File: src/rtl/gbc_pkg.sv
`timescale 1ns / 1ps
`default_nettype none

package gbc_pkg;

    // Default window length and fixed field widths.
    localparam int WINDOW_DEFAULT = 100;
    localparam int SAMPLE_W       = 16;
    localparam int RATE_W         = 17;
    localparam int LIMIT_W        = 16;

    // Port geometry.
    localparam int CFG_INDEX_W = 8;
    localparam int CFG_DATA_W  = 16;
    localparam int S_TDATA_W   = 32;
    localparam int M_TDATA_W   = 40;
    localparam int M_TUSER_W   = 3;

    // Configuration register indexes.
    localparam logic [CFG_INDEX_W-1:0] REG_VARIANCE_LIMIT  = 8'd0;
    localparam logic [CFG_INDEX_W-1:0] REG_FALLBACK_CENTER = 8'd1;

    // Calibration status codes.
    localparam logic [1:0] ST_COLLECT = 2'd0;
    localparam logic [1:0] ST_CAL     = 2'd1;
    localparam logic [1:0] ST_FAIL    = 2'd2;

    typedef logic signed [SAMPLE_W-1:0] sample_t;

    localparam logic [LIMIT_W-1:0] VARIANCE_LIMIT_RESET = 16'd4;
    localparam sample_t            CENTER_RESET         = 16'sd512;

    typedef struct packed {
        sample_t fb;
        sample_t rl;
    } sample_pair_t;

    // Outcome of the window test carried alongside an item.
    typedef struct packed {
        logic deciding;
        logic fb_pass;
        logic rl_pass;
    } verdict_t;

    // Width of a signed running sum of window samples.
    function automatic int sum_w(input int window);
        return SAMPLE_W + $clog2(window);
    endfunction

    // Width of a running sum of squared samples.
    function automatic int sq_w(input int window);
        return 2 * SAMPLE_W - 1 + $clog2(window);
    endfunction

endpackage

`default_nettype wire

File: src/rtl/gbc_accum.sv
`timescale 1ns / 1ps
`default_nettype none

module gbc_accum
    import gbc_pkg::*;
#(
    parameter int WINDOW = WINDOW_DEFAULT
)
(
    input  logic                              clk,
    input  logic                              rst_n,
    input  logic                              in_valid,
    output logic                              in_ready,
    input  sample_pair_t                      in_samples,
    output logic                              out_valid,
    input  logic                              out_ready,
    output sample_pair_t                      out_samples,
    output logic                              out_last,
    output logic signed [sum_w(WINDOW)-1:0]   fb_total,
    output logic signed [sum_w(WINDOW)-1:0]   rl_total,
    output logic        [sq_w(WINDOW)-1:0]    fb_square_total,
    output logic        [sq_w(WINDOW)-1:0]    rl_square_total
);

    localparam int CNT_W  = $clog2(WINDOW + 1);
    localparam int SUM_W  = sum_w(WINDOW);
    localparam int SQ_W   = sq_w(WINDOW);
    localparam int PROD_W = 2 * SAMPLE_W;
    localparam logic [CNT_W-1:0] COUNT_FULL = CNT_W'(WINDOW);

    logic [CNT_W-1:0]         count_reg;
    logic                     s1_valid_reg;
    sample_pair_t             s1_samples_reg;
    logic                     s1_last_reg;
    logic                     s2_valid_reg;
    sample_pair_t             s2_samples_reg;
    logic                     s2_last_reg;
    logic [PROD_W-2:0]        s2_fb_sq_reg;
    logic [PROD_W-2:0]        s2_rl_sq_reg;
    logic                     s3_valid_reg;
    sample_pair_t             s3_samples_reg;
    logic                     s3_last_reg;
    logic signed [SUM_W-1:0]  s3_fb_total_reg;
    logic signed [SUM_W-1:0]  s3_rl_total_reg;
    logic [SQ_W-1:0]          s3_fb_sq_total_reg;
    logic [SQ_W-1:0]          s3_rl_sq_total_reg;
    logic signed [SUM_W-1:0]  fb_sum_reg;
    logic signed [SUM_W-1:0]  rl_sum_reg;
    logic [SQ_W-1:0]          fb_sq_sum_reg;
    logic [SQ_W-1:0]          rl_sq_sum_reg;
    logic                     s1_ready;
    logic                     s2_ready;
    logic                     s3_ready;
    logic signed [PROD_W-1:0] fb_prod;
    logic signed [PROD_W-1:0] rl_prod;

    assign s3_ready = !s3_valid_reg || out_ready;
    assign s2_ready = !s2_valid_reg || s3_ready;
    assign s1_ready = !s1_valid_reg || s2_ready;
    assign in_ready = s1_ready;

    // The item that follows a full window is the deciding one.
    always_ff @(posedge clk or negedge rst_n)
    begin
        if (!rst_n)
        begin
            count_reg    <= '0;
            s1_valid_reg <= 1'b0;
        end
        else if (s1_ready)
        begin
            s1_valid_reg <= in_valid;
            if (in_valid)
            begin
                if (count_reg == COUNT_FULL)
                    count_reg <= '0;
                else
                    count_reg <= count_reg + CNT_W'(1);
            end
        end
    end

    always_ff @(posedge clk)
    begin
        if (s1_ready)
        begin
            s1_samples_reg <= in_samples;
            s1_last_reg    <= (count_reg == COUNT_FULL);
        end
    end

    assign fb_prod = s1_samples_reg.fb * s1_samples_reg.fb;
    assign rl_prod = s1_samples_reg.rl * s1_samples_reg.rl;

    always_ff @(posedge clk or negedge rst_n)
    begin
        if (!rst_n)
            s2_valid_reg <= 1'b0;
        else if (s2_ready)
            s2_valid_reg <= s1_valid_reg;
    end

    always_ff @(posedge clk)
    begin
        if (s2_ready)
        begin
            s2_samples_reg <= s1_samples_reg;
            s2_last_reg    <= s1_last_reg;
            s2_fb_sq_reg   <= fb_prod[PROD_W-2:0];
            s2_rl_sq_reg   <= rl_prod[PROD_W-2:0];
        end
    end

    // Running sums: each item carries a snapshot of them, and the deciding item clears them.
    always_ff @(posedge clk or negedge rst_n)
    begin
        if (!rst_n)
        begin
            s3_valid_reg  <= 1'b0;
            fb_sum_reg    <= '0;
            rl_sum_reg    <= '0;
            fb_sq_sum_reg <= '0;
            rl_sq_sum_reg <= '0;
        end
        else
        begin
            if (s3_ready)
                s3_valid_reg <= s2_valid_reg;
            if (s2_valid_reg && s3_ready)
            begin
                if (s2_last_reg)
                begin
                    fb_sum_reg    <= '0;
                    rl_sum_reg    <= '0;
                    fb_sq_sum_reg <= '0;
                    rl_sq_sum_reg <= '0;
                end
                else
                begin
                    fb_sum_reg    <= fb_sum_reg + SUM_W'(s2_samples_reg.fb);
                    rl_sum_reg    <= rl_sum_reg + SUM_W'(s2_samples_reg.rl);
                    fb_sq_sum_reg <= fb_sq_sum_reg + SQ_W'(s2_fb_sq_reg);
                    rl_sq_sum_reg <= rl_sq_sum_reg + SQ_W'(s2_rl_sq_reg);
                end
            end
        end
    end

    always_ff @(posedge clk)
    begin
        if (s3_ready)
        begin
            s3_samples_reg     <= s2_samples_reg;
            s3_last_reg        <= s2_last_reg;
            s3_fb_total_reg    <= fb_sum_reg;
            s3_rl_total_reg    <= rl_sum_reg;
            s3_fb_sq_total_reg <= fb_sq_sum_reg;
            s3_rl_sq_total_reg <= rl_sq_sum_reg;
        end
    end

    assign out_valid       = s3_valid_reg;
    assign out_samples     = s3_samples_reg;
    assign out_last        = s3_last_reg;
    assign fb_total        = s3_fb_total_reg;
    assign rl_total        = s3_rl_total_reg;
    assign fb_square_total = s3_fb_sq_total_reg;
    assign rl_square_total = s3_rl_sq_total_reg;

endmodule

`default_nettype wire

File: config.mk
export PLATFORM = sky130hd
export DESIGN_NAME = gbc_accum
export DESIGN_NICKNAME = d
export VERILOG_FILES = /design/src/rtl/gbc_pkg.sv /design/src/rtl/gbc_accum.sv
export SDC_FILE = /design/constraint.sdc
export NUM_CORES = 2
export LEC_CHECK = 0
export BUFFER_PORTS_ARGS = -buffer_cell sky130_fd_sc_hd__buf_2
export CAP_MARGIN = 0
export CORE_ASPECT_RATIO = 0.9
export CORE_MARGIN = 4
export CORE_UTILIZATION = 55
export DETAILED_ROUTE_END_ITERATION = 16
export PLACE_DENSITY = 0.81
export SYNTH_ARGS = -nofsm -noshare
export SYNTH_HDL_FRONTEND = slang
export SYNTH_SLANG_ARGS = --single-unit
File: constraint.sdc
create_clock -name clk -period 13.7 [get_ports clk]
set_input_delay 3.425 -clock clk [delete_from_list [all_inputs] [get_ports clk]]
set_output_delay 3.425 -clock clk [all_outputs]
set_load 0.01 [all_outputs]
==> impl_metrics.tcl <==
set metrics [dict create \
    cp-start-kind "primary input" \
    synth_edf_count 279 \
    syn_nets 4076 \
    vias 24600 \
    grt_pass1_vias 25500 \
    clock.fmax_mhz 125 \
    grt_max_degree 93 \
    die_h_um 250 \
    cts_buffers 46 \
    wirelength_um 82800 \
    hold_violations 0 \
    dp_hpwl_um 62500 \
    fin_util_pct 61.2 \
    areaGrowthSynthToFinish_pct 9.95 \
    synth_seq_cells 411 \
    nets 4247 \
    wl_per_cell_um 19.0 \
    use_met1_pct 33.5 \
    status "finished clean" \
    slew_viol_final 0 \
    drive_gt1_share_pct 9.41 \
    finalCritPeriodShare_pct 58.3 \
    gr-max-usage-layer "met2" \
    rsz0062_at_grt "no" \
    antenna_found_initial 2 \
    synth_area_sq_um 35700 \
    ys.warnings.count 0 \
    ant_nets 0 \
    slowest_delay_ns 0.48 \
    rows 88 \
    async_flop_share_pct 32.1 \
    first_pass_iters 5 \
    clock_latency_ns 0.60 \
    gp_congestion 0.884 \
    cts_hold_buf 0 \
    cp_slowest_cell "nor2b_1" \
    drtIter0Drc 2173 \
    cts_buffer_depth 3 \
    clock_skew_ns 0.0399 \
    synth_flop_cell "edfxtp_1" \
    path_common_cell "buf_2" \
    overflow 0 \
    cp-end-kind "primary output" \
    cap_violations 0 \
    setup_viol_count_final 0 \
    syn_avg_cell_area_sq_um 10.8 \
    post_cts_buffers 0 \
    grtUsageMet2_pct 39.5 \
    final_area_sq_um 39300 \
    path_clk_slew_ns 0.07 \
    reg2reg_slack_ns 6.50 \
    dieWidth_um 277 \
    path_class "in2out" \
    slew_headroom_pct 24.5 \
    cts_sinks 411 \
    cts_repair_resize_count 0 \
    hold_class "reg2reg" \
    tns_ns 0 \
    ioPinCount 193 \
    stdcell_count 4363 \
    crit_fanout 3 \
    use_met3_pct 4.80 \
    placedCellCount 4278 \
    remaining_drc_errors 0 \
    placed_cell_area_sq_um 37600 \
    fin_crit_ns 7.99 \
    grt_usage_pct 24.2 \
    crit_required_ns 10.27 \
    htreeDepth 2 \
    start_util_pct 55.7 \
    portBuffers 192 \
    clockRootBuffer "clkbuf_16" \
    crit_chain "buf_2, nor2b_1, nand3_2, buf_2" \
    antenna_cells 0 \
    core_area_sq_um 64200 \
    via_per_inst 5.64 \
    grt_first_pass_wirelength_um 135000 \
    die_area_sq_um 69100 \
    ys_seq_area_share_pct 32.7 \
    cts_tree "yes" \
    worstMarginPinSlew_ns 1.13 \
    netlist_instances 3300 \
    critPathArrivalTime_ns 4.56 \
    yosysUniqueCellTypes 72 \
]
-- through the flow --
stage / hold slack [ns] / setup slack, ns
2_1_floorplan: 0.400 / 5.11
3_3_place_gp: 0.402 / 5.76
3_5_place_dp: 0.414 / 5.71
4_1_cts: 0.428 / 5.68
5_1_grt: 0.438 / 5.66
6_report: 0.426 / 5.71
-- metal layers --
| layer | share of wire (%) | wire (um) |
|---|---|---|
| met1 | 42 | 34600 |
| met2 | 47 | 39300 |
| met3 | 8.3 | 6860 |
| met4 | 2.6 | 2120 |
| met5 | 0.025 | 21 |
-- cells in the mapped netlist (10+ instances only) --
| library cell | n | share of area (%) |
|---|---|---|
| a211oi_1 | 28 | 0.59 |
| a21o_1 | 76 | 1.6 |
| a21oi_1 | 112 | 1.6 |
| a22o_1 | 76 | 1.9 |
| a31o_2 | 11 | 0.27 |
| a31oi_1 | 21 | 0.37 |
| and2_1 | 75 | 1.3 |
| and3_1 | 27 | 0.47 |
| buf_1 | 10 | 0.11 |
| clkbuf_1 | 78 | 0.82 |
| dfrtp_1 | 132 | 9.2 |
| edfxtp_1 | 279 | 23 |
| fa_1 | 460 | 26 |
| ha_1 | 280 | 9.8 |
| inv_1 | 669 | 7.0 |
| nand2_1 | 269 | 2.8 |
| nand2b_1 | 25 | 0.44 |
| nand3_1 | 40 | 0.56 |
| nand4_1 | 12 | 0.21 |
| nor2_1 | 138 | 1.4 |
| nor2b_1 | 14 | 0.24 |
| nor3_1 | 28 | 0.39 |
| o21a_1 | 22 | 0.46 |
| o21ai_0 | 80 | 1.1 |
| o21bai_1 | 23 | 0.48 |
| o31ai_1 | 21 | 0.44 |
| o41ai_1 | 10 | 0.24 |
| xnor2_1 | 125 | 3.1 |
| xor2_1 | 45 | 1.1 |
-- critical path, delay by kind of cell --
| family | cells | cell delay [ns] |
|---|---|---|
| and+or+nand+nor | 2 | 0.80 |
| buffers and inverters | 2 | 0.33 |
-- final timing paths --
| check | from | endpoint | cells after the start |
|---|---|---|---|
| min in group asynchronous | rst_n | fb_sq_sum_reg[36]$_DFFE_PN0P_ | 1 |
| worst max register to register | s1_samples_reg[25]$_DFFE_PN_ | s2_fb_sq_reg[30]$_DFFE_PP_ | 20 |
| worst max-delay path | out_ready | in_ready | 4 |
| worst min register to register | s1_last_reg$_DFFE_PN_ | s2_last_reg$_DFFE_PP_ | 0 |
| max in group asynchronous | rst_n | rl_sq_sum_reg[26]$_DFFE_PN0P_ | 2 |
| worst min-delay path | s1_last_reg$_DFFE_PN_ | s2_last_reg$_DFFE_PP_ | 0 |
-- logic make-up (layout without fill, tap and decap cells) --
kind of cell | Yosys count | after routing | share of synthesized area [%]
DFF | 411 | 411 | 32.7
adders and majority gates | 740 | 740 | 35.6
muxes | 9 | 9 | 0.262
buffers and inverters | 760 | 968 | 7.98
and+or+nand+nor | 656 | 656 | 8.42
AOI/OAI and AO/OA | 554 | 554 | 10.9
xor gates and xnor gates | 170 | 170 | 4.16
-- final cells by class --
class	instances	area, sq um
timing repair buffer	211	1110
fill	4948	24900
tap	855	1070
clock inverter	28	434
sequential	411	11700
multi-input combinational	2129	21200
clock buffer	57	1240
inverter	672	2530
-- cell usage in the layout (no fill, tap or decap), types with 8 or more instances in the layout --
| cell | count |
|---|---|
| a211oi_1 | 28 |
| a21o_1 | 76 |
| a21oi_1 | 112 |
| a22o_1 | 76 |
| a31o_2 | 11 |
| a31oi_1 | 21 |
| and2_1 | 75 |
| and3_1 | 27 |
| buf_2 | 191 |
| buf_4 | 19 |
| bufinv_16 | 9 |
| clkbuf_16 | 46 |
| clkinvlp_4 | 9 |
| dfrtp_1 | 132 |
| edfxtp_1 | 279 |
| fa_1 | 460 |
| ha_1 | 280 |
| inv_1 | 668 |
| nand2_1 | 267 |
| nand2b_1 | 25 |
| nand3_1 | 39 |
| nand4_1 | 12 |
| nor2_1 | 137 |
| nor2b_1 | 14 |
| nor3_1 | 28 |
| o21a_1 | 22 |
| o21ai_0 | 80 |
| o21bai_1 | 23 |
| o31ai_1 | 21 |
| o41ai_1 | 10 |
| or2_2 | 9 |
| or3_1 | 8 |
| xnor2_1 | 125 |
| xor2_1 | 45 |
Power is left out: the tool's default activity adds up to more than one toggle a clock period on the data nets, which glitch-free logic cannot reach.
