## src/rtl/gbc_pkg.sv

```systemverilog
`timescale 1ns / 1ps
`default_nettype none

package gbc_pkg;

    // Default window length and fixed field widths.
    localparam int WINDOW_DEFAULT = 100;
    localparam int SAMPLE_W       = 16;
    localparam int RATE_W         = 17;
    localparam int LIMIT_W        = 16;

    // Port geometry.
    localparam int CFG_INDEX_W = 8;
    localparam int CFG_DATA_W  = 16;
    localparam int S_TDATA_W   = 32;
    localparam int M_TDATA_W   = 40;
    localparam int M_TUSER_W   = 3;

    // Configuration register indexes.
    localparam logic [CFG_INDEX_W-1:0] REG_VARIANCE_LIMIT  = 8'd0;
    localparam logic [CFG_INDEX_W-1:0] REG_FALLBACK_CENTER = 8'd1;

    // Calibration status codes.
    localparam logic [1:0] ST_COLLECT = 2'd0;
    localparam logic [1:0] ST_CAL     = 2'd1;
    localparam logic [1:0] ST_FAIL    = 2'd2;

    typedef logic signed [SAMPLE_W-1:0] sample_t;

    localparam logic [LIMIT_W-1:0] VARIANCE_LIMIT_RESET = 16'd4;
    localparam sample_t            CENTER_RESET         = 16'sd512;

    typedef struct packed {
        sample_t fb;
        sample_t rl;
    } sample_pair_t;

    // Outcome of the window test carried alongside an item.
    typedef struct packed {
        logic deciding;
        logic fb_pass;
        logic rl_pass;
    } verdict_t;

    // Width of a signed running sum of window samples.
    function automatic int sum_w(input int window);
        return SAMPLE_W + $clog2(window);
    endfunction

    // Width of a running sum of squared samples.
    function automatic int sq_w(input int window);
        return 2 * SAMPLE_W - 1 + $clog2(window);
    endfunction

endpackage

`default_nettype wire

```

## src/rtl/gbc_output.sv

```systemverilog
`timescale 1ns / 1ps
`default_nettype none

module gbc_output
    import gbc_pkg::*;
(
    input  logic                      clk,
    input  logic                      rst_n,
    input  logic                      in_valid,
    output logic                      in_ready,
    input  sample_pair_t              in_samples,
    input  verdict_t                  in_verdict,
    input  sample_t                   fb_mean,
    input  sample_t                   rl_mean,
    input  sample_t                   fallback_center,
    output logic                      out_valid,
    input  logic                      out_ready,
    output logic [1:0]                cal_status,
    output logic                      rate_valid,
    output logic signed [RATE_W-1:0]  fb_rate,
    output logic signed [RATE_W-1:0]  rl_rate
);

    logic [1:0]               state_reg;
    logic [1:0]               state_next;
    sample_t                  fb_center_reg;
    sample_t                  fb_center_next;
    sample_t                  rl_center_reg;
    sample_t                  rl_center_next;
    logic                     out_valid_reg;
    logic [1:0]               status_reg;
    logic                     rate_valid_reg;
    logic signed [RATE_W-1:0] fb_rate_reg;
    logic signed [RATE_W-1:0] rl_rate_reg;
    logic                     calibrated;
    logic signed [RATE_W-1:0] fb_rate_next;
    logic signed [RATE_W-1:0] rl_rate_next;

    assign in_ready = !out_valid_reg || out_ready;

    // Calibration is permanent, so deciding items seen afterwards are ignored.
    always_comb
    begin
        state_next     = state_reg;
        fb_center_next = fb_center_reg;
        rl_center_next = rl_center_reg;
        if (in_valid && in_ready && in_verdict.deciding && state_reg != ST_CAL)
        begin
            if (in_verdict.fb_pass && in_verdict.rl_pass)
            begin
                state_next     = ST_CAL;
                fb_center_next = fb_mean;
                rl_center_next = rl_mean;
            end
            else
            begin
                state_next     = ST_FAIL;
                fb_center_next = fallback_center;
                rl_center_next = fallback_center;
            end
        end
    end

    assign calibrated   = (state_next == ST_CAL);
    assign fb_rate_next = calibrated ?
                          RATE_W'(in_samples.fb) - RATE_W'(fb_center_next) : '0;
    assign rl_rate_next = calibrated ?
                          RATE_W'(in_samples.rl) - RATE_W'(rl_center_next) : '0;

    always_ff @(posedge clk or negedge rst_n)
    begin
        if (!rst_n)
        begin
            state_reg     <= ST_COLLECT;
            fb_center_reg <= CENTER_RESET;
            rl_center_reg <= CENTER_RESET;
            out_valid_reg <= 1'b0;
        end
        else
        begin
            state_reg     <= state_next;
            fb_center_reg <= fb_center_next;
            rl_center_reg <= rl_center_next;
            if (in_ready)
                out_valid_reg <= in_valid;
        end
    end

    always_ff @(posedge clk)
    begin
        if (in_ready)
        begin
            status_reg     <= state_next;
            rate_valid_reg <= calibrated;
            fb_rate_reg    <= fb_rate_next;
            rl_rate_reg    <= rl_rate_next;
        end
    end

    assign out_valid  = out_valid_reg;
    assign cal_status = status_reg;
    assign rate_valid = rate_valid_reg;
    assign fb_rate    = fb_rate_reg;
    assign rl_rate    = rl_rate_reg;

endmodule

`default_nettype wire

```

## config.mk

```make
export PLATFORM = sky130hd
export DESIGN_NAME = gbc_output
export DESIGN_NICKNAME = d
export VERILOG_FILES = /design/src/rtl/gbc_pkg.sv /design/src/rtl/gbc_output.sv
export SDC_FILE = /design/constraint.sdc
export NUM_CORES = 1
export LEC_CHECK = 0
export ABC_AREA = 1
export BUFFER_PORTS_ARGS = -buffer_cell sky130_fd_sc_hd__buf_2
export CAP_MARGIN = 20
export CORE_MARGIN = 2
export CORE_UTILIZATION = 45
export CTS_BUF_LIST = sky130_fd_sc_hd__clkbuf_4
export DETAILED_ROUTE_END_ITERATION = 10
export PLACE_DENSITY = 0.68
export SLEW_MARGIN = 25
export SYNTH_ARGS = -nofsm -noshare
export SYNTH_HDL_FRONTEND = slang
export SYNTH_SLANG_ARGS = --single-unit
```

## constraint.sdc

```tcl
create_clock -name clk -period 5.6 [get_ports clk]
set_input_delay 0.84 -clock clk [delete_from_list [all_inputs] [get_ports clk]]
set_output_delay 0.84 -clock clk [all_outputs]
set_load 0.005 [all_outputs]
```

==> impl_metrics.csv, run 1 <==
group,metric,value,unit
critical_path,worstRegToRegCells,15,
synthesis,syn_inst,696,
timing,tightest_slew,0.8090,ns
synthesis,ys_seq_area_share,38.91,%
critical_path,cp_max_fo,25,
timing,min_period_over_period,68.36,%
grt,grt_overflow,0,
critical_path,end_kind,"flip-flop",
hold_path,holdCritPathClass,"in -> async",
timing,setup_violations,0,
finish,area_growth,16.40,%
synthesis,postSynth.asyncResetShare,48.61,%
synthesis,yosysWarningCount,0,
placement,port_buffers,125,
grt,grt_usage,22.08,%
synthesis,synth_area,5112,µm²
pwr,p_per_area,301.0,nW/µm²
pwr,finalPower,0.001791,W
cts,cts_sinks,72,
synthesis,yosys.area_share.simple,33.43,%
timing,grt_setup_unrepaired,"no",
drt,drc_errors,0,
pwr,ir_worst_vdd,0.0001445,V
synthesis,synth_top_family_by_area,"simple AND/OR/NAND/NOR gates",
timing,period_minus_slack,3.828,ns
critical_path,cp_data_arrival_time,4.00,ns
critical_path,worstSetupPathType,"in -> reg",
synthesis,synthMuxAreaShare,0,%
finish,stdcell_count,965,
grt,grt_pass1_wl,22110,µm
finish,final_common_cell,"nand2_1",
timing,worst_slack,1.772,ns
die,coreArea,10980,µm²
cts,clock_latency,0.41,ns
cts,postCtsSetupBuffers,0,
finish,final_cell_mix,"212 x nand2_1, 125 x buf_2, 117 x inv_1",
drt,ant_nets,0,
die,initial_core_util,46.55,%
cts,tritoncts,"yes",
finish,fillers,1081,
synthesis,synth_compound_area_share,8.884,%
cts,cts_buffers,9,
die,dieArea,12230,µm²
grt,antenna_found_initial,2,
cts,clock_path_buffers,2,
drt,drt_wl_total,13300,µm
finish,final_layout_size_suffix_gt1_share,25.36,%
timing,setup_tns,0,ns
cts,cts_resized,0,
synthesis,synth_cell_types,41,
placement,dp_hpwl,10330,µm
timing,finalHoldViolCount,0,
die,rows,38,
timing,timing.clock.skew,0.01344,ns
synthesis,synth-xor-area-share,0.6853,%
drt,post_drt_wl_per_cell,13.78,µm
status,outcome,"finished, final reports clean",
placement,dpl_worst_slack,1.350,ns
drt,vias,4800,
grt,grt_pass1_vias,4795,
die,ios,126,
synthesis,syn_nets,811,
timing,slew_headroom,46.06,%
drt,dr.pass1.iters,5,
job,maxCapViolCount,0,
synthesis,ys_seq_elements,72,
die,fp.dieW,110.6,µm
synthesis,synth-adder-area-share,7.146,%
cts,htreeDepth,3,
grt,grt_max_degree,59,
timing,slew_viol_final,0,
drt,viasPerCell,4.974,
cts,ctsHoldBuffers,0,
cts,clkTransAtPathRegs,0.12,ns
placement,dp.cells,948,
critical_path,worst-endpoint-required,5.77,ns
cts,cts-root-buf,"clkbuf_4",
synthesis,syn_area_per_cell,7.345,µm²
drt,drt_iter0_drc,257,
placement,gp_congestion,0.9324,
synthesis,synth_edf_count,37,
critical_path,critPathLaunchType,"primary input",
die,die_height,110.6,µm
timing,fmax,0.2612,GHz
pwr,p_leak,3.266,nW
synthesis,synth-main-ff-cell,"edfxtp_1",
finish,layout.nets,934,
-- worst max-delay path, stage by stage --
cell and delay, ns:
buf_2 0.14, nand2_2 0.35, inv_2 0.27, or2_2 0.36
o21ai_0 0.10, o21ai_0 0.16, ha_1 0.26, fa_1 0.42
o21ai_0 0.28, nand3_1 0.10, nand2_1 0.13, nand2_1 0.07
nand2_1 0.07, nand2_2 0.08, inv_2 0.08, nand3_2 0.07
a21oi_1 0.15, nor2_1 0.06
-- kinds of logic (layout without fill, tap and decap cells) --
group | Yosys count | after routing
fa+ha+maj | 28 | 28
xor+xnor | 4 | 4
buf+inv | 140 | 268
other cells | 0 | 1
compound gates | 86 | 86
flops | 72 | 72
simple gates | 366 | 366
-- where the power goes --
group | leakage, nW | total [W] | switching [W] | internal, W
Combinational | 2.38 | 0.000801 | 0.000510 | 0.000291
Clock | 0.0645 | 0.000283 | 0.000175 | 0.000108
Sequential | 0.825 | 0.000708 | 0.0000302 | 0.000677
Total | 3.27 | 0.00179 | 0.000715 | 0.00108
-- through the flow --
| step | hold slack [ns] | util (%) | area [µm²] |
|---|---|---|---|
| final | 0.5080 | 54.18 | 5951 |
| after detailed placement | 0.5157 | 53.17 | 5839 |
| after global placement | 0.4898 | 53.17 | 5839 |
| after floorplan | 0.4671 | - | 5112 |
| after global routing | 0.5490 | 54.18 | 5951 |
| after CTS | 0.5145 | 54.16 | 5948 |
-- synthesized netlist by cell type, drive strengths merged, types with 5 or more instances --
| cell | n | area share, % |
|---|---|---|
| a21oi | 32 | 3.3 |
| buf | 11 | 1.4 |
| dfrtp | 33 | 16 |
| edfxtp | 37 | 22 |
| ha | 26 | 6.4 |
| inv | 123 | 9.0 |
| nand2 | 241 | 20 |
| nand3 | 53 | 6.4 |
| nand4 | 9 | 1.2 |
| nor2 | 45 | 4.0 |
| nor3 | 5 | 0.49 |
| o21ai | 47 | 4.7 |
| or2 | 10 | 1.2 |
-- path summary, 6_finish.rpt --
| kind | startpoint | end | slack (ns) |
|---|---|---|---|
| setup / recovery | in_verdict[1] | fb_rate[12] | 1.77 |
| hold / removal | rst_n | rl_center_reg[0] | 0.51 |
| setup reg to reg | out_valid | fb_rate[12] | 2.27 |
| hold reg to reg | rl_center_reg[0] | rl_center_reg[0] | 0.56 |
| max in group asynchronous | rst_n | rl_center_reg[8] | 4.57 |
| min in group clk | rl_center_reg[0] | rl_center_reg[0] | 0.56 |
-- routing by layer --
metal  wire length [µm]  track usage, %  vias up
li1                   -               -     2456
met1               5858           27.49     2184
met2               6454           38.32      126
met3                621           3.458       32
met4                355           8.750        2
met5                  8               0        -
-- final cells by class --
class	count	area [µm²]	area share (%)
Timing Repair Buffer	127	640.6	10.77
Inverter	125	470.5	7.906
Clock buffer	13	97.59	1.640
Sequential cell	72	1989	33.43
Multi-Input combinational cell	484	2564	43.08
Antenna cell	1	2.502	0.04205
Tap cell	140	175.2	2.944
Clock inverter	3	11.26	0.1892
Note: power is estimated with default switching activity, not from simulation.
==> run 2: changes to the inputs <==
==> constraint.sdc (replaced) <==
create_clock -name clk -period 3.8 [get_ports clk]
set_input_delay 0.57 -clock clk [delete_from_list [all_inputs] [get_ports clk]]
set_output_delay 0.57 -clock clk [all_outputs]
set_load 0.005 [all_outputs]
==> impl_metrics.csv, run 2 (synthesized netlist as in run 1, its figures left out) <==
group,metric,value,unit
drt,met1_length,6203,µm
drt,drt_iter0_drc,297,
die,ios,126,
drt,post_drt_wl_per_cell,14.31,µm
placement,dp_hpwl,10770,µm
cts,ctsHoldBuffers,0,
finish,area_growth,16.79,%
placement,gp_congestion,0.9662,
grt,grt_overflow,0,
timing,tightest_slew,0.8256,ns
drt,dr.pass1.iters,5,
critical_path,critPathLaunchType,"flip-flop",
finish,final_common_cell,"nand2_1",
cts,cts_resized,0,
placement,dp.cells,952,
drt,routed-wl-met2,6707,µm
drt,viasPerCell,4.995,
cts,cts_sinks,72,
critical_path,cp_max_fo,45,
status,outcome,"finished, final reports clean",
timing,slew_headroom,44.96,%
timing,grt_setup_unrepaired,"no",
critical_path,worstSetupPathType,"reg -> reg",
grt,grt_pass1_wl,23250,µm
grt,grt_pass1_vias,4908,
pwr,p_per_area,446.2,nW/µm²
cts,cts_buffers,9,
drt,drc_errors,0,
drt,ant_nets,0,
finish,stdcell_count,968,
cts,cts-root-buf,"clkbuf_4",
hold_path,holdCritPathClass,"in -> async",
drt,vias,4835,
timing,finalHoldViolCount,0,
drt,routed.top_layer,"met5",
grt,grt_max_degree,46,
cts,tritoncts,"yes",
critical_path,end_kind,"flip-flop",
die,dieArea,12230,µm²
finish,antenna_cells,0,
die,rows,38,
cts,clkTransAtPathRegs,0.12,ns
finish,multi_input_area,2564,µm²
die,initial_core_util,46.55,%
cts,clock_path_buffers,2,
finish,ff_latch_area,1989,µm²
cts,clock_latency,0.46,ns
timing,period_minus_slack,3.111,ns
pwr,ir_worst_vdd,0.0001999,V
critical_path,cp_data_arrival_time,3.34,ns
finish,fillers,1085,
timing,slew_viol_final,0,
die,fp.dieW,110.6,µm
timing,timing.clock.skew,0.01687,ns
cts,htreeDepth,3,
die,coreArea,10980,µm²
job,maxCapViolCount,0,
critical_path,worst-endpoint-required,4.03,ns
timing,min_period_over_period,81.86,%
drt,drt_wl_total,13850,µm
timing,setup_tns,0,ns
drt,met3_length,538,µm
finish,final_cell_mix,"212 x nand2_1, 125 x buf_2, 117 x inv_1",
finish,final_layout_size_suffix_gt1_share,25.72,%
pwr,p_leak,3.283,nW
die,die_height,110.6,µm
grt,grt_usage,23.61,%
finish,layout.nets,938,
timing,setup_violations,0,
cts,postCtsSetupBuffers,0,
grt,antenna_found_initial,1,
timing,fmax,0.3215,GHz
placement,port_buffers,125,
[run 2: changes by cell type in the layout (fill, tap and decap cells not counted), sizes merged]
cell	before	now
clkbuf	13	10
clkinv	5	8
buf	127	131
diode	1	0
[run 2: final timing paths]
check | startpoint | end | slack, ns | cells after the start
worst max-delay path | state_reg[0] | rl_rate[10] | 0.69 | 15
max in group asynchronous | rst_n | fb_center_reg[7] | 3.08 | 1
worst min register to register | fb_center_reg[0] | fb_center_reg[0] | 0.53 | 2
worst max register to register | state_reg[0] | rl_rate[10] | 0.69 | 15
worst min-delay path | rst_n | fb_center_reg[3] | 0.19 | 1
min in group clk | in_valid | out_valid | 0.32 | 3
[run 2: stage by stage]
step	util (%)	hold slack (ns)	setup WS, ns	instance area [µm²]	total power (W)
finish	54.36	0.1908	0.6894	5971	0.002664
global placement	53.44	0.5088	0.4977	5869	0.002228
global route	54.36	0.2473	0.3388	5971	0.002902
CTS	54.36	0.2032	0.7093	5971	0.002679
detailed placement	53.44	0.5053	0.4323	5869	0.002247
floorplan	-	0.2744	0.3987	5112	0.001895
[run 2: power by group]
part           leakage [nW]  total [W]  internal [W]  switching, W
Sequential            0.825    0.00104      0.000998     0.0000447
Clock                0.0624   0.000428      0.000132      0.000296
Combinational          2.40    0.00119      0.000432      0.000761
[run 2: routing by layer]
metal	up-vias	GRT usage, %
li1	2458	-
met4	2	9.583
met1	2210	30.24
met5	-	0
met3	37	3.732
met2	128	39.88
[run 2: cell type report]
| class | count | area share (%) |
|---|---|---|
| clock buffers | 10 | 1.257 |
| flip-flops and latches | 72 | 33.32 |
| multi-input cells | 484 | 42.94 |
| inverters | 125 | 7.879 |
| well taps | 140 | 2.934 |
| repair buffers | 131 | 11.23 |
| clock inverters | 6 | 0.4401 |
[run 2: worst max-delay path: stages, from the launching register on]
cell and delay, ns:
dfrtp_1 0.42, nand2_2 0.11, inv_2 0.06, nor2_8 0.41, o21ai_0 0.29, fa_1 0.45, inv_1 0.10, nand3_1 0.07
nand2_1 0.12, nand3_1 0.09, nand3_1 0.16, nand2_1 0.12, nand2_1 0.10, nand4_1 0.10, a21boi_0 0.19, nor2_1 0.07
